$ cat src/hdl/lih_pkg.sv
// Shared types and constants for the identity history table.
// Used by lih_cell and lru_identity_history_table_core.
`timescale 1ns / 1ps
package lih_pkg;

    localparam int ENTRIES_DEF = 32;
    localparam int KEY_W       = 64;
    localparam int NODE_W      = 16;
    localparam int STAMP_W     = 32;

    localparam logic OP_NOTE  = 1'b0;
    localparam logic OP_QUERY = 1'b1;

    // scan token handed from cell to cell
    typedef struct packed {
        logic               valid;
        logic               hit;
        logic [NODE_W-1:0]  node;
        logic [STAMP_W-1:0] min_stamp;
    } tok_t;

    // write-back command broadcast to all cells
    typedef struct packed {
        logic               en;
        logic               load_key;
        logic [NODE_W-1:0]  node;
        logic [STAMP_W-1:0] stamp;
    } wr_t;

endpackage

$ cat src/hdl/lih_cell.sv
// One table entry of the identity history chain: stores key, node id and stamp,
// updates the passing scan token. Depends on lih_pkg.
`timescale 1ns / 1ps
module lih_cell #(
    parameter int INDEX   = 0,
    parameter int IW      = 1,
    parameter int CW      = 1
) (
    input  logic                        clk,
    input  logic                        rst_n,
    input  logic [CW-1:0]               fill,
    input  logic [lih_pkg::KEY_W-1:0]   key_hi,
    input  logic [lih_pkg::KEY_W-1:0]   key_lo,
    input  lih_pkg::tok_t               tok_in,
    input  logic [IW-1:0]               hit_idx_in,
    input  logic [IW-1:0]               min_idx_in,
    output lih_pkg::tok_t               tok_out,
    output logic [IW-1:0]               hit_idx_out,
    output logic [IW-1:0]               min_idx_out,
    input  lih_pkg::wr_t                wr,
    input  logic [IW-1:0]               wr_idx
);

    localparam logic [IW-1:0] MY_IDX = IW'(INDEX);
    localparam logic [CW-1:0] MY_CNT = CW'(INDEX);

    logic [lih_pkg::KEY_W-1:0]   key_hi_reg;
    logic [lih_pkg::KEY_W-1:0]   key_lo_reg;
    logic [lih_pkg::NODE_W-1:0]  node_reg;
    logic [lih_pkg::STAMP_W-1:0] stamp_reg;

    lih_pkg::tok_t tok_reg, tok_next;
    logic [IW-1:0] hit_idx_reg, hit_idx_next;
    logic [IW-1:0] min_idx_reg, min_idx_next;
    logic          live;

    assign live = (MY_CNT < fill);

    always_comb
    begin
        tok_next     = tok_in;
        hit_idx_next = hit_idx_in;
        min_idx_next = min_idx_in;
        if (live && !tok_in.hit && key_hi_reg == key_hi && key_lo_reg == key_lo)
        begin
            tok_next.hit  = 1'b1;
            tok_next.node = node_reg;
            hit_idx_next  = MY_IDX;
        end
        if (live && stamp_reg < tok_in.min_stamp)
        begin
            tok_next.min_stamp = stamp_reg;
            min_idx_next       = MY_IDX;
        end
    end

    always_ff @(posedge clk or negedge rst_n)
    begin
        if (!rst_n)
        begin
            tok_reg     <= '0;
            hit_idx_reg <= '0;
            min_idx_reg <= '0;
        end
        else
        begin
            tok_reg     <= tok_next;
            hit_idx_reg <= hit_idx_next;
            min_idx_reg <= min_idx_next;
        end
    end

    always_ff @(posedge clk)
    begin
        if (wr.en && wr_idx == MY_IDX)
        begin
            node_reg  <= wr.node;
            stamp_reg <= wr.stamp;
            if (wr.load_key)
            begin
                key_hi_reg <= key_hi;
                key_lo_reg <= key_lo;
            end
        end
    end

    assign tok_out     = tok_reg;
    assign hit_idx_out = hit_idx_reg;
    assign min_idx_out = min_idx_reg;

endmodule
$ cat config.mk
export PLATFORM = sky130hd
export DESIGN_NAME = lih_cell
export DESIGN_NICKNAME = d
export VERILOG_FILES = /design/src/hdl/lih_pkg.sv /design/src/hdl/lih_cell.sv
export SDC_FILE = /design/constraint.sdc
export NUM_CORES = 1
export LEC_CHECK = 0
export BUFFER_PORTS_ARGS = -buffer_cell sky130_fd_sc_hd__buf_2
export CORE_UTILIZATION = 40
export CTS_BUF_LIST = sky130_fd_sc_hd__clkbuf_4
export DETAILED_ROUTE_END_ITERATION = 6
export SYNTH_ARGS = -nofsm -noshare
export SYNTH_HDL_FRONTEND = slang
export SYNTH_SLANG_ARGS = --single-unit
export TNS_END_PERCENT = 30
$ cat constraint.sdc
create_clock -name clk -period 3.61 [get_ports clk]
set_input_delay 0 -clock clk [delete_from_list [all_inputs] [get_ports clk]]
set_output_delay 0 -clock clk [all_outputs]
set_load 0.02 [all_outputs]
==> out/metrics.cfg, run 1 <==
[clock_network]
cts.repair.resized=0
cts-root-buf=clkbuf_4
clkSinkCount=228
post_cts_buffers=0
numCtsBuffers=61
clockBufferDepth=3
holdBufCountCts=269
htreeDepth=2

[logic_synthesis]
synth_cell_type_count=42
ys_top_cells_by_count=176 x edfxtp_1, 84 x inv_1, 52 x dfrtp_1
synth-seq-area-share_pct=68.6
netlist_area_sq_um=9600
postSynthAreaPerCell_sq_um=15.5
synth_top_cell_by_area=edfxtp_1
async_flop_share_pct=22.8
synth_most_common_cell=edfxtp_1
syn_nets=883
yosys_warnings=0
synth_edf_count=176
synth_top_area_share_pct=55.1
synth_ff_type=edfxtp_1
ys_ff_latch=228
synth_cells=618
synth_area_leaders=edfxtp_1 55%, dfrtp_1 14%, mux2_2 4.7%, ha_1 4.0%, xor2_1 3.8%

[floorplanning]
ios=286
fp.dieW_um=157
start_util_pct=40.9
rows=56
chipHeight_um=157

[status]
haltStage=clock tree synthesis (4_1_cts)
status=did not finish
tool.error=[ERROR RSZ-0060] Max buffer count reached.

[place]
gp_congestion=0.826
io_buffers=285
dp_cells=1225
hpwl_mm=17.1

[logic make-up after synthesis]
family / share of synthesized area (%)
adders and majority gates: 4.04
muxes: 5.95
AOI/OAI and AO/OA: 6.05
buffers and inverters: 3.56
and+or+nand+nor: 5.01
xor gates and xnor gates: 6.75
DFF: 68.6
[through the flow]
step                      util, %  setup slack (ns)  instance area [sq um]  hold slack, ns
after detailed placement     48.9             0.814                  11500          0.0785
after global placement       48.9             0.839                  11500          0.0808
after floorplan                 -            0.0660                   9600          -0.296
==> inputs of run 2 (changes only) <==
--- a/config.mk
+++ b/config.mk
@@ -6,9 +6,9 @@
 export NUM_CORES = 1
 export LEC_CHECK = 0
 export BUFFER_PORTS_ARGS = -buffer_cell sky130_fd_sc_hd__buf_2
-export CORE_UTILIZATION = 40
-export CTS_BUF_LIST = sky130_fd_sc_hd__clkbuf_4
+export CORE_UTILIZATION = 25
 export DETAILED_ROUTE_END_ITERATION = 6
+export PLACE_DENSITY_LB_ADDON = 0.15
 export SYNTH_ARGS = -nofsm -noshare
 export SYNTH_HDL_FRONTEND = slang
 export SYNTH_SLANG_ARGS = --single-unit
==> run 2 against run 1 <==
  * The run now ends clean
  * Synthesized cell count unchanged
  * Area after synthesis unchanged
==> out/metrics.cfg, run 2 <==
[logic_synthesis]
synth_top_family_by_area=XOR/XNOR gates
yosys.area_share.adder_pct=4.04  ; unchanged
netlist_area_sq_um=9600  ; unchanged
synth_edf_count=176  ; unchanged
synth-simple-area-share_pct=5.01  ; unchanged
synth_area_leaders=edfxtp_1 55%, dfrtp_1 14%, mux2_2 4.7%, ha_1 4.0%, xor2_1 3.8%
synth-compound-area-share_pct=6.05  ; unchanged
ys_ff_latch=228  ; unchanged
synth_cell_type_count=42  ; unchanged
synth_cells=618  ; unchanged
yosys_warnings=0  ; unchanged
synth_top_cell_by_area=edfxtp_1
synth_xor_xnor_area_share_pct=6.75  ; unchanged
synth_top_area_share_pct=55.1  ; unchanged
synth_ff_type=edfxtp_1
postSynthAreaPerCell_sq_um=15.5  ; unchanged
synth_most_common_cell=edfxtp_1
ys_top_cells_by_count=176 x edfxtp_1, 84 x inv_1, 52 x dfrtp_1
synth-seq-area-share_pct=68.6  ; unchanged
async_flop_share_pct=22.8  ; unchanged
synthMuxAreaShare_pct=5.95  ; unchanged
syn_nets=883  ; unchanged

[timing]
holdWs_ns=0.103
fin_setup_tns_ns=0
tightest_slew_ns=0.886
finalCriticalPeriod_ns=2.78
maxSlewHeadroom_pct=40.9
skew_ns=0.00988
finalSetupViolCount=0
rsz0062_at_grt=no
fin_crit_sh_pct=77.1
slew_violations=0
finalHoldViolCount=0
max_freq_mhz=359

[clock_network]
clkSinkCount=228  ; unchanged
clockBufferDepth=3  ; unchanged
htreeDepth=1  ; -1
cts-root-buf=clkbuf_16
numCtsBuffers=28  ; -54%
post_cts_buffers=0  ; unchanged
insertion_delay_ns=0.55
cts.repair.resized=0  ; unchanged
cts_tree=yes
clk_pin_slew_ns=0.05

[route]
routed_wl_mm=27.1
vias=7009
via_per_inst=4.13
drc=0
first_pass_iters=4
wire_per_inst_um=16.0
drt_iter0_drc=278
postRouteAntennaNets=0

[grt]
grt_max_degree=61
grt_remaining_overflow=0
grt_pass1_vias=7552
grt_usage_pct=13.8
antenna_found_initial=0
grt_pass1_wl_mm=41.5

[pwr]
p_leak_nw=6.25
power.density_nw_per_um2=441
power_mw=6.56
peakVddDrop_mv=0.312

[setup_path]
worstSetupPathType=reg -> reg
critPathLaunchType=flop
crit_arrival_ns=3.20
path_max_fanout=27
crit_required_ns=4.03
crit_path_end_kind=flop

[floorplanning]
die-area_sq_um=39200
rows=71  ; +27%
ios=286  ; unchanged
fp.dieW_um=198  ; +26%
chipHeight_um=198  ; +26%
start_util_pct=25.4  ; -15 points
core_sq_um=37800

[cells_and_area]
fill_cells=3677
post-route-util_pct=39.4
flow.area_growth_from_synthesis_pct=54.9
mostFrequentLayoutCell=buf_2
finalNetCount=1429
layout_common_cells=285 x buf_2, 229 x dlygate4sd3_1, 176 x edfxtp_1, 84 x inv_1, 52 x dfrtp_1
layout-drive-gt1-share_pct=32.2
diodes=0
regArea_sq_um=6590
final_cells=1696
multi_input_area_sq_um=2690

[place]
dp_cells=1416  ; +16%
hpwl_mm=19.3  ; +13%
gp_congestion=0.738  ; -11%
io_buffers=285  ; unchanged

[min_path]
hp-class=in -> reg

[status]
status=completed

[run]
maxCapViolations=0

run 2: cell counts after synthesis:
No cell type changed its count.
run 2: cells by family (layout without fill, tap and decap cells):
logic type / Yosys count / count (layout)
and+or+nand+nor: 72 / 72
xor gates and xnor gates: 74 / 74
DFF: 228 / 228
AOI/OAI and AO/OA: 77 / 77
adders and majority gates: 31 / 31
muxes: 48 / 48
buffers and inverters: 88 / 655
run 2: per-layer routing:
layer / global-route usage, % / routed length [um] / up-vias
met1: 17.5 / 11500 / 3415
li1: - / - / 3395
met2: 23.6 / 13500 / 164
met3: 2.95 / 1420 / 35
met4: 3.99 / 695 / 0
met5: 0 / 0 / -
run 2: layout make-up:
type / instances / share of cell area (%)
well taps: 511 / 4.30
flip-flops and latches: 228 / 44.3
multi-input cells: 302 / 18.1
inverters: 84 / 2.12
repair buffers: 520 / 25.5
clock buffers: 44 / 5.33
clock inverters: 7 / 0.379
run 2: worst max-delay path, stage by stage, from the launching register on:
cell	delay [ns]
edfxtp_1	0.39
ha_1	0.31
a21o_1	0.16
a21o_1	0.16
a21oi_1	0.18
o221a_2	0.21
o31ai_1	0.10
a211oi_4	0.50
buf_12	0.27
mux2_2	0.37
run 2: report_power, final:
part | switching (mW) | leakage, nW | internal (mW)
clock network | 1.08 | 0.412 | 1.56
registers | 0.0564 | 2.23 | 3.01
logic | 0.395 | 3.61 | 0.459
total | 1.53 | 6.25 | 5.03
run 2: per-stage QoR:
step	worst slack (ns)	area (sq um)
after floorplan	0.0660	9600
after global placement	0.856	11700
after detailed placement	0.832	11700
after CTS	0.806	14900
after global routing	0.692	14900
final	0.827	14900
run 2: path summary, 6_finish.rpt:
check                                        from  slack (ns)  cells past startpoint                    end
setup / recovery           stamp_reg[5]$_DFFE_PP_        0.83                      9  tok_out[23]$_DFF_PN0_
hold / removal                         tok_in[49]        0.10                      2  tok_out[49]$_DFF_PN0_
setup reg to reg           stamp_reg[5]$_DFFE_PP_        0.83                      9  tok_out[23]$_DFF_PN0_
hold reg to reg            node_reg[10]$_DFFE_PP_        0.47                      1  tok_out[42]$_DFF_PN0_
max in group asynchronous                   rst_n        2.66                      3  tok_out[44]$_DFF_PN0_
min in group asynchronous                   rst_n        0.13                      2  tok_out[20]$_DFF_PN0_
run 2: what timing repair did:
action	in CTS	in global routing
hold endpoints to repair	261	0
hold buffers	229	0
setup endpoints to repair	0	0
(Power assumes the default switching activity.)
==> inputs of run 3 (changes only) <==
==> constraint.sdc (replaced) <==
create_clock -name clk -period 2.4 [get_ports clk]
set_input_delay 0 -clock clk [delete_from_list [all_inputs] [get_ports clk]]
set_output_delay 0 -clock clk [all_outputs]
set_load 0.02 [all_outputs]
==> run 3 against run 2 <==
  * The run now ends with setup timing left
  * Hold slack worse by 0.027 ns
  * Clock skew hardly changed
  * Via count about the same
  * Critical endpoint is now tok_out[20]$_DFF_PN0_
  * Largest cell class unchanged
  * Highest routed layer unchanged
==> out/metrics.cfg, run 3 (synthesis results as in run 2) <==
[cells_and_area]
regArea_sq_um=6590  ; unchanged
final_cells=1724  ; +1.7%
mostFrequentLayoutCell=buf_2
multi_input_area_sq_um=2910  ; +8.5%
finalNetCount=1456  ; +1.9%
fill_cells=3602  ; -2.0%
post-route-util_pct=40.9  ; +1.5 points
layout_common_cells=285 x buf_2, 230 x dlygate4sd3_1, 176 x edfxtp_1, 84 x inv_1, 52 x dfrtp_1
flow.area_growth_from_synthesis_pct=60.9
finalInstanceArea_sq_um=15400  ; +3.8%
layout-drive-gt1-share_pct=34.8  ; +2.6 points
diodes=0  ; unchanged

[setup_path]
r2r_setup_slack_ns=-0.06  ; -0.89 ns
critPathLaunchType=flop
crit_path_end_kind=flop
crit_required_ns=2.82  ; -1.21 ns
crit_arrival_ns=2.88  ; -0.32 ns
ff2ff_path_depth=10  ; +1
critPathLaunch=stamp_reg[13]$_DFFE_PP_
path_max_fanout=7  ; -74%
worstSetupPathType=reg -> reg
r2r-end=tok_out[20]$_DFF_PN0_
r2r_start=stamp_reg[13]$_DFFE_PP_

[pwr]
clkPwrFrac_pct=40.7  ; +0.4 points
seqPwrFrac_pct=45.3  ; -1.4 points
p_leak_nw=6.57  ; +5.1%
power_mw=10.2  ; +55%
switching_share_pct=23.5  ; +0.16 points
combPwrFrac_pct=14.0  ; +1.0 points
power.density_nw_per_um2=660  ; +50%
intPower_mw=7.79  ; +55%
peakVddDrop_mv=0.424  ; +36%
p_switching_mw=2.40  ; +56%

[route]
routed_wl_mm=27.5  ; +1.3%
postRouteAntennaNets=0  ; unchanged
drc=0  ; unchanged
via_per_inst=4.06  ; -1.6%
wire_per_inst_um=15.9  ; -0.34%
first_pass_iters=4  ; unchanged
vias=7008  ; -0.014%
drt_iter0_drc=206  ; -26%

[grt]
grt_usage_pct=13.9  ; +0.10 points
grt_remaining_overflow=0  ; unchanged
grt_max_degree=49  ; -20%
antenna_found_initial=1  ; +1
grt_pass1_vias=7582  ; +0.40%
grt_pass1_wl_mm=41.8  ; +0.73%

[min_path]
min_to=key_lo_reg[37]$_DFFE_PP_
hp-class=in -> reg
hp-start=wr[48]
hold_depth=2  ; unchanged

[timing]
finalSetupViolCount=32  ; +32
skew_ns=0.00968  ; -0.000197 ns
maxSlewHeadroom_pct=51.2  ; +10 points
fin_crit_sh_pct=103  ; +25 points
finalCriticalPeriod_ns=2.46  ; -0.322 ns
max_freq_mhz=406  ; +13%
finalWorstSetupSlack_ns=-0.0607  ; -0.888 ns
fin_setup_tns_ns=-1.05  ; -1.05 ns
finalHoldViolCount=0  ; unchanged
slew_violations=0  ; unchanged
tightest_slew_ns=0.732  ; -0.154 ns
rsz0062_at_grt=yes

[clock_network]
clockBufferDepth=3  ; unchanged
cts-root-buf=clkbuf_16
cts_tree=yes
clk_pin_slew_ns=0.06  ; about the same
numCtsBuffers=29  ; +3.6%
insertion_delay_ns=0.55  ; about the same
htreeDepth=1  ; unchanged
clkSinkCount=228  ; unchanged

[place]
gp_congestion=0.751  ; +1.8%
dp_cells=1432  ; +1.1%
placed_cell_area_sq_um=11900  ; +1.1%
hpwl_mm=19.4  ; +0.27%
io_buffers=285  ; unchanged

[status]
status=finished, violations left
failed_checks=setup timing

[floorplanning]
chipHeight_um=198  ; unchanged
core_sq_um=37800  ; unchanged
fp.dieW_um=198  ; unchanged
rows=71  ; unchanged
start_util_pct=25.4  ; unchanged
die-area_sq_um=39200  ; unchanged
ios=286  ; unchanged

[run]
maxCapViolations=0  ; unchanged

## run 3: changes by cell type in the layout (fill, tap and decap cells not counted), moves of 2 or more
cell,change
buf_12,+6
ha_4,+5
buf_6,+2
buf_4,+16
ha_1,-5
a21oi_2,+4
a21oi_1,-4
mux2_2,-32
mux2_4,+32
## run 3: area by class of cell
class / count / share of cell area, %
sequential: 228 / 42.7
timing repair buffer: 546 / 26.5
multi-input combinational: 302 / 18.9
clock buffer: 43 / 5.11
tap: 511 / 4.14
inverter: 84 / 2.04
clock inverter: 10 / 0.673
## run 3: how the worst max path moves through the flow
stage                                        to  slack [ns]
after floorplan           tok_out[10]$_DFF_PN0_      0.0003
after global placement     tok_out[9]$_DFF_PN0_       -0.13
after detailed placement  tok_out[25]$_DFF_PN0_       -0.17
after CTS                 tok_out[22]$_DFF_PN0_       -0.09
after global routing      tok_out[20]$_DFF_PN0_       -0.14
final                     tok_out[20]$_DFF_PN0_       -0.06
## run 3: what timing repair did
action                                 in CTS  in global routing
hold buffers                              231                  0
setup endpoints to repair                  49                 49
endpoints found under the hold margin     280                  0
gates resized for setup                    50                 12
gates cloned                                2                  0
pin swaps                                   6                  8
buffers inserted                            5                  1
## run 3: power groups by stage
| stage | registers [mW] | logic (mW) | clock network [mW] |
|---|---|---|---|
| floorplan | 4.77 | 0.410 | 0 |
| global route | 4.64 | 1.56 | 4.43 |
| finish | 4.62 | 1.43 | 4.15 |
| CTS | 4.61 | 1.43 | 4.27 |
| global placement | 4.69 | 1.01 | 0 |
| detailed placement | 4.69 | 1.01 | 0 |
## run 3: through the flow
step                hold slack [ns]  worst slack [ns]
detailed placement           0.0402            -0.170
floorplan                    -0.296          0.000312
CTS                          0.0600           -0.0884
global placement             0.0340            -0.127
global route                 0.0787            -0.141
finish                       0.0754           -0.0607
## run 3: worst max-delay path, cell delays in order, from the launching register on
cell and delay, ns:
edfxtp_1 0.42, ha_4 0.24, a21o_1 0.15, a21o_1 0.18
a21oi_2 0.15, o221a_2 0.22, o31ai_4 0.09, a211oi_4 0.26
buf_6 0.18, buf_12 0.14, mux2_4 0.30
## run 3: metal layers
metal,wire (um),part of all wire [%],global-route usage [%]
met1,12100,44,17.5
met2,13500,49,24.0
met3,1320,4.8,2.78
met4,584,2.1,4.05
met5,0,0,0
==> inputs of run 4 (changes only) <==
--- a/config.mk
+++ b/config.mk
@@ -6,7 +6,7 @@
 export NUM_CORES = 1
 export LEC_CHECK = 0
 export BUFFER_PORTS_ARGS = -buffer_cell sky130_fd_sc_hd__buf_2
-export CORE_UTILIZATION = 25
+export CORE_UTILIZATION = 47
 export DETAILED_ROUTE_END_ITERATION = 6
 export PLACE_DENSITY_LB_ADDON = 0.15
 export SYNTH_ARGS = -nofsm -noshare
==> run 4 against run 3 <==
  * The run still ends with setup timing left
  * Non-clock buffer count is 10 lower
  * Core utilization grew 35 points
  * Global-route usage grew 10 points
  * Via count rose by 2.3%
==> out/metrics.cfg, run 4 (synthesis results as in run 2) <==
[clock_network]
insertion_delay_ns=0.51  ; -0.04 ns
cts-root-buf=clkbuf_16
htreeDepth=1  ; unchanged
clk_pin_slew_ns=0.06  ; about the same
numCtsBuffers=25  ; -14%
clockBufferDepth=3  ; unchanged
cts_tree=yes
clkSinkCount=228  ; unchanged

[timing]
finalCriticalPeriod_ns=2.48  ; +0.0196 ns
finalHoldViolCount=0  ; unchanged
rsz0062_at_grt=yes
finalWorstSetupSlack_ns=-0.0803  ; -0.0196 ns
max_freq_mhz=403  ; -0.79%
fin_crit_sh_pct=103  ; +0.82 points
finalSetupViolCount=32  ; unchanged
skew_ns=0.0103  ; +0.000591 ns
maxSlewHeadroom_pct=33.2  ; -18 points
slew_violations=0  ; unchanged
tightest_slew_ns=0.998  ; +0.266 ns

[setup_path]
crit_required_ns=2.79  ; -0.03 ns
path_max_fanout=6  ; -1
cpMostUsedCell=a21o_1
crit_family=compound AO/OA/AOI/OAI gates
worstSetupPathType=reg -> reg
r2r-end=tok_out[3]$_DFF_PN0_
cp.depth=10  ; unchanged
max_stage_delay_ns=0.44  ; +0.02 ns
path_buf_inv=2  ; unchanged
critPathLaunchType=flop
critical_path.cell_chain=ha_4, a21o_1, a21o_1, a21oi_2, or4_1, nand4b_1, a211oi_4, buf_12, clkbuf_16, mux2_4
crit_arrival_ns=2.87  ; about the same
crit_path_end_kind=flop
critPathLaunch=stamp_reg[17]$_DFFE_PP_
r2r_setup_slack_ns=-0.08  ; -0.02 ns
critPathCapture=tok_out[3]$_DFF_PN0_
r2r_start=stamp_reg[17]$_DFFE_PP_
ff2ff_path_depth=10  ; unchanged
crit_slowest_cell=edfxtp_1

[grt]
grt_remaining_overflow=0  ; unchanged
antenna_found_initial=2  ; +1
grt_pass1_wl_mm=38.6  ; -7.8%
grt_pass1_vias=7651  ; +0.91%
grt_usage_pct=24.2  ; +10 points
grt_max_degree=49  ; unchanged

[floorplanning]
fp.dieW_um=145  ; -27%
ios=286  ; unchanged
start_util_pct=48.7  ; +23 points
die-area_sq_um=21000  ; -46%
rows=51  ; -28%
chipHeight_um=145  ; -27%
core_sq_um=19700  ; -48%

[cells_and_area]
finalInstanceArea_sq_um=15000  ; -3.0%
layout_common_cells=285 x buf_2, 230 x dlygate4sd3_1, 176 x edfxtp_1, 82 x inv_1, 52 x dfrtp_1
finalNetCount=1442  ; -0.96%
final_cells=1463  ; -15%
flow.area_growth_from_synthesis_pct=56.1
layout-drive-gt1-share_pct=35.1  ; +0.27 points
mostFrequentLayoutCell=buf_2

[place]
hpwl_mm=15.8  ; -18%
gp_congestion=0.776  ; +3.3%
placed_cell_area_sq_um=11500  ; -2.9%
dp_cells=1179  ; -18%
io_buffers=285  ; unchanged

[pwr]
power_mw=9.74  ; -4.4%
p_leak_nw=6.47  ; -1.5%
power.density_nw_per_um2=651  ; -1.4%
peakVddDrop_mv=0.585  ; +38%

[route]
wire_per_inst_um=17.7  ; +11%
vias=7172  ; +2.3%
drc=0  ; unchanged
routed_wl_mm=26.0  ; -5.6%
via_per_inst=4.90  ; +21%
postRouteAntennaNets=0  ; unchanged
first_pass_iters=5  ; +1
drt_iter0_drc=278  ; +35%

[status]
status=finished, violations left
failed_checks=setup timing

[run]
maxCapViolations=0  ; unchanged

[min_path]
hp-class=in -> async

==> run 4: routing by layer <==
| layer | up-vias | GRT usage, % | share of wire (%) | routed length [um] |
|---|---|---|---|---|
| li1 | 3412 | - | - | - |
| met1 | 3462 | 29.1 | 40 | 10400 |
| met2 | 252 | 44.1 | 52 | 13400 |
| met3 | 46 | 4.41 | 5.9 | 1540 |
| met4 | 0 | 7.09 | 2.4 | 629 |
| met5 | - | 0 | 0 | 0 |
==> run 4: cell type report <==
cell class | instances | area [sq um]
Multi-Input combinational cell | 302 | 2930
Fill cell | 1194 | 4740
Inverter | 84 | 315
Clock inverter | 9 | 75.1
Antenna cell | 3 | 7.51
Timing Repair Buffer | 536 | 4010
Clock buffer | 36 | 718
Sequential cell | 228 | 6590
Tap cell | 265 | 332
==> run 4: how the worst min path moves through the flow <==
stage / slack [ns] / start / depth (start not counted) / endpoint
floorplan: -0.30 / rst_n / 0 / hit_idx_out$_DFF_PN0_
global placement: -0.003 / rst_n / 1 / tok_out[49]$_DFF_PN0_
detailed placement: -0.008 / rst_n / 1 / tok_out[49]$_DFF_PN0_
CTS: 0.09 / rst_n / 3 / tok_out[25]$_DFF_PN0_
global route: 0.14 / rst_n / 3 / tok_out[25]$_DFF_PN0_
finish: 0.11 / rst_n / 3 / tok_out[25]$_DFF_PN0_
==> run 4: power breakdown <==
group | internal [mW] | leakage (nW) | switching, mW | total, mW
clock network | 2.18 | 0.388 | 1.52 | 3.71
registers | 4.52 | 2.23 | 0.0963 | 4.62
logic | 0.784 | 3.85 | 0.638 | 1.42
total | 7.49 | 6.47 | 2.26 | 9.74
==> run 4: stage by stage <==
| stage | util [%] | TNS (ns) | hold slack (ns) | setup WS, ns |
|---|---|---|---|---|
| 3_3_place_gp | 58.4 | -3.76 | -0.00313 | -0.110 |
| 3_5_place_dp | 58.4 | -4.52 | -0.00785 | -0.144 |
| 6_report | 76.0 | -2.01 | 0.111 | -0.0803 |
| 4_1_cts | 74.5 | -1.88 | 0.0864 | -0.0848 |
| 5_1_grt | 75.9 | -4.28 | 0.142 | -0.151 |
| 2_1_floorplan | - | 0 | -0.296 | 0.000312 |
==> run 4: what timing repair did <==
action,in CTS,in global routing
pin swaps,0,14
hold buffers,230,0
gates resized for setup,17,39
setup buffers,0,3
hold endpoints to repair,266,0
cloned,0,3
endpoints found under the setup margin,48,49
==> run 4: worst register-to-register path, delay by kind of cell, from the launching register on <==
kind / cells / cell delay [ns]
muxes: 1 / 0.30
AOI/OAI and AO/OA: 4 / 0.74
DFF: 1 / 0.44
buffers and inverters: 2 / 0.34
and+or+nand+nor: 2 / 0.26
adders and majority gates: 1 / 0.27
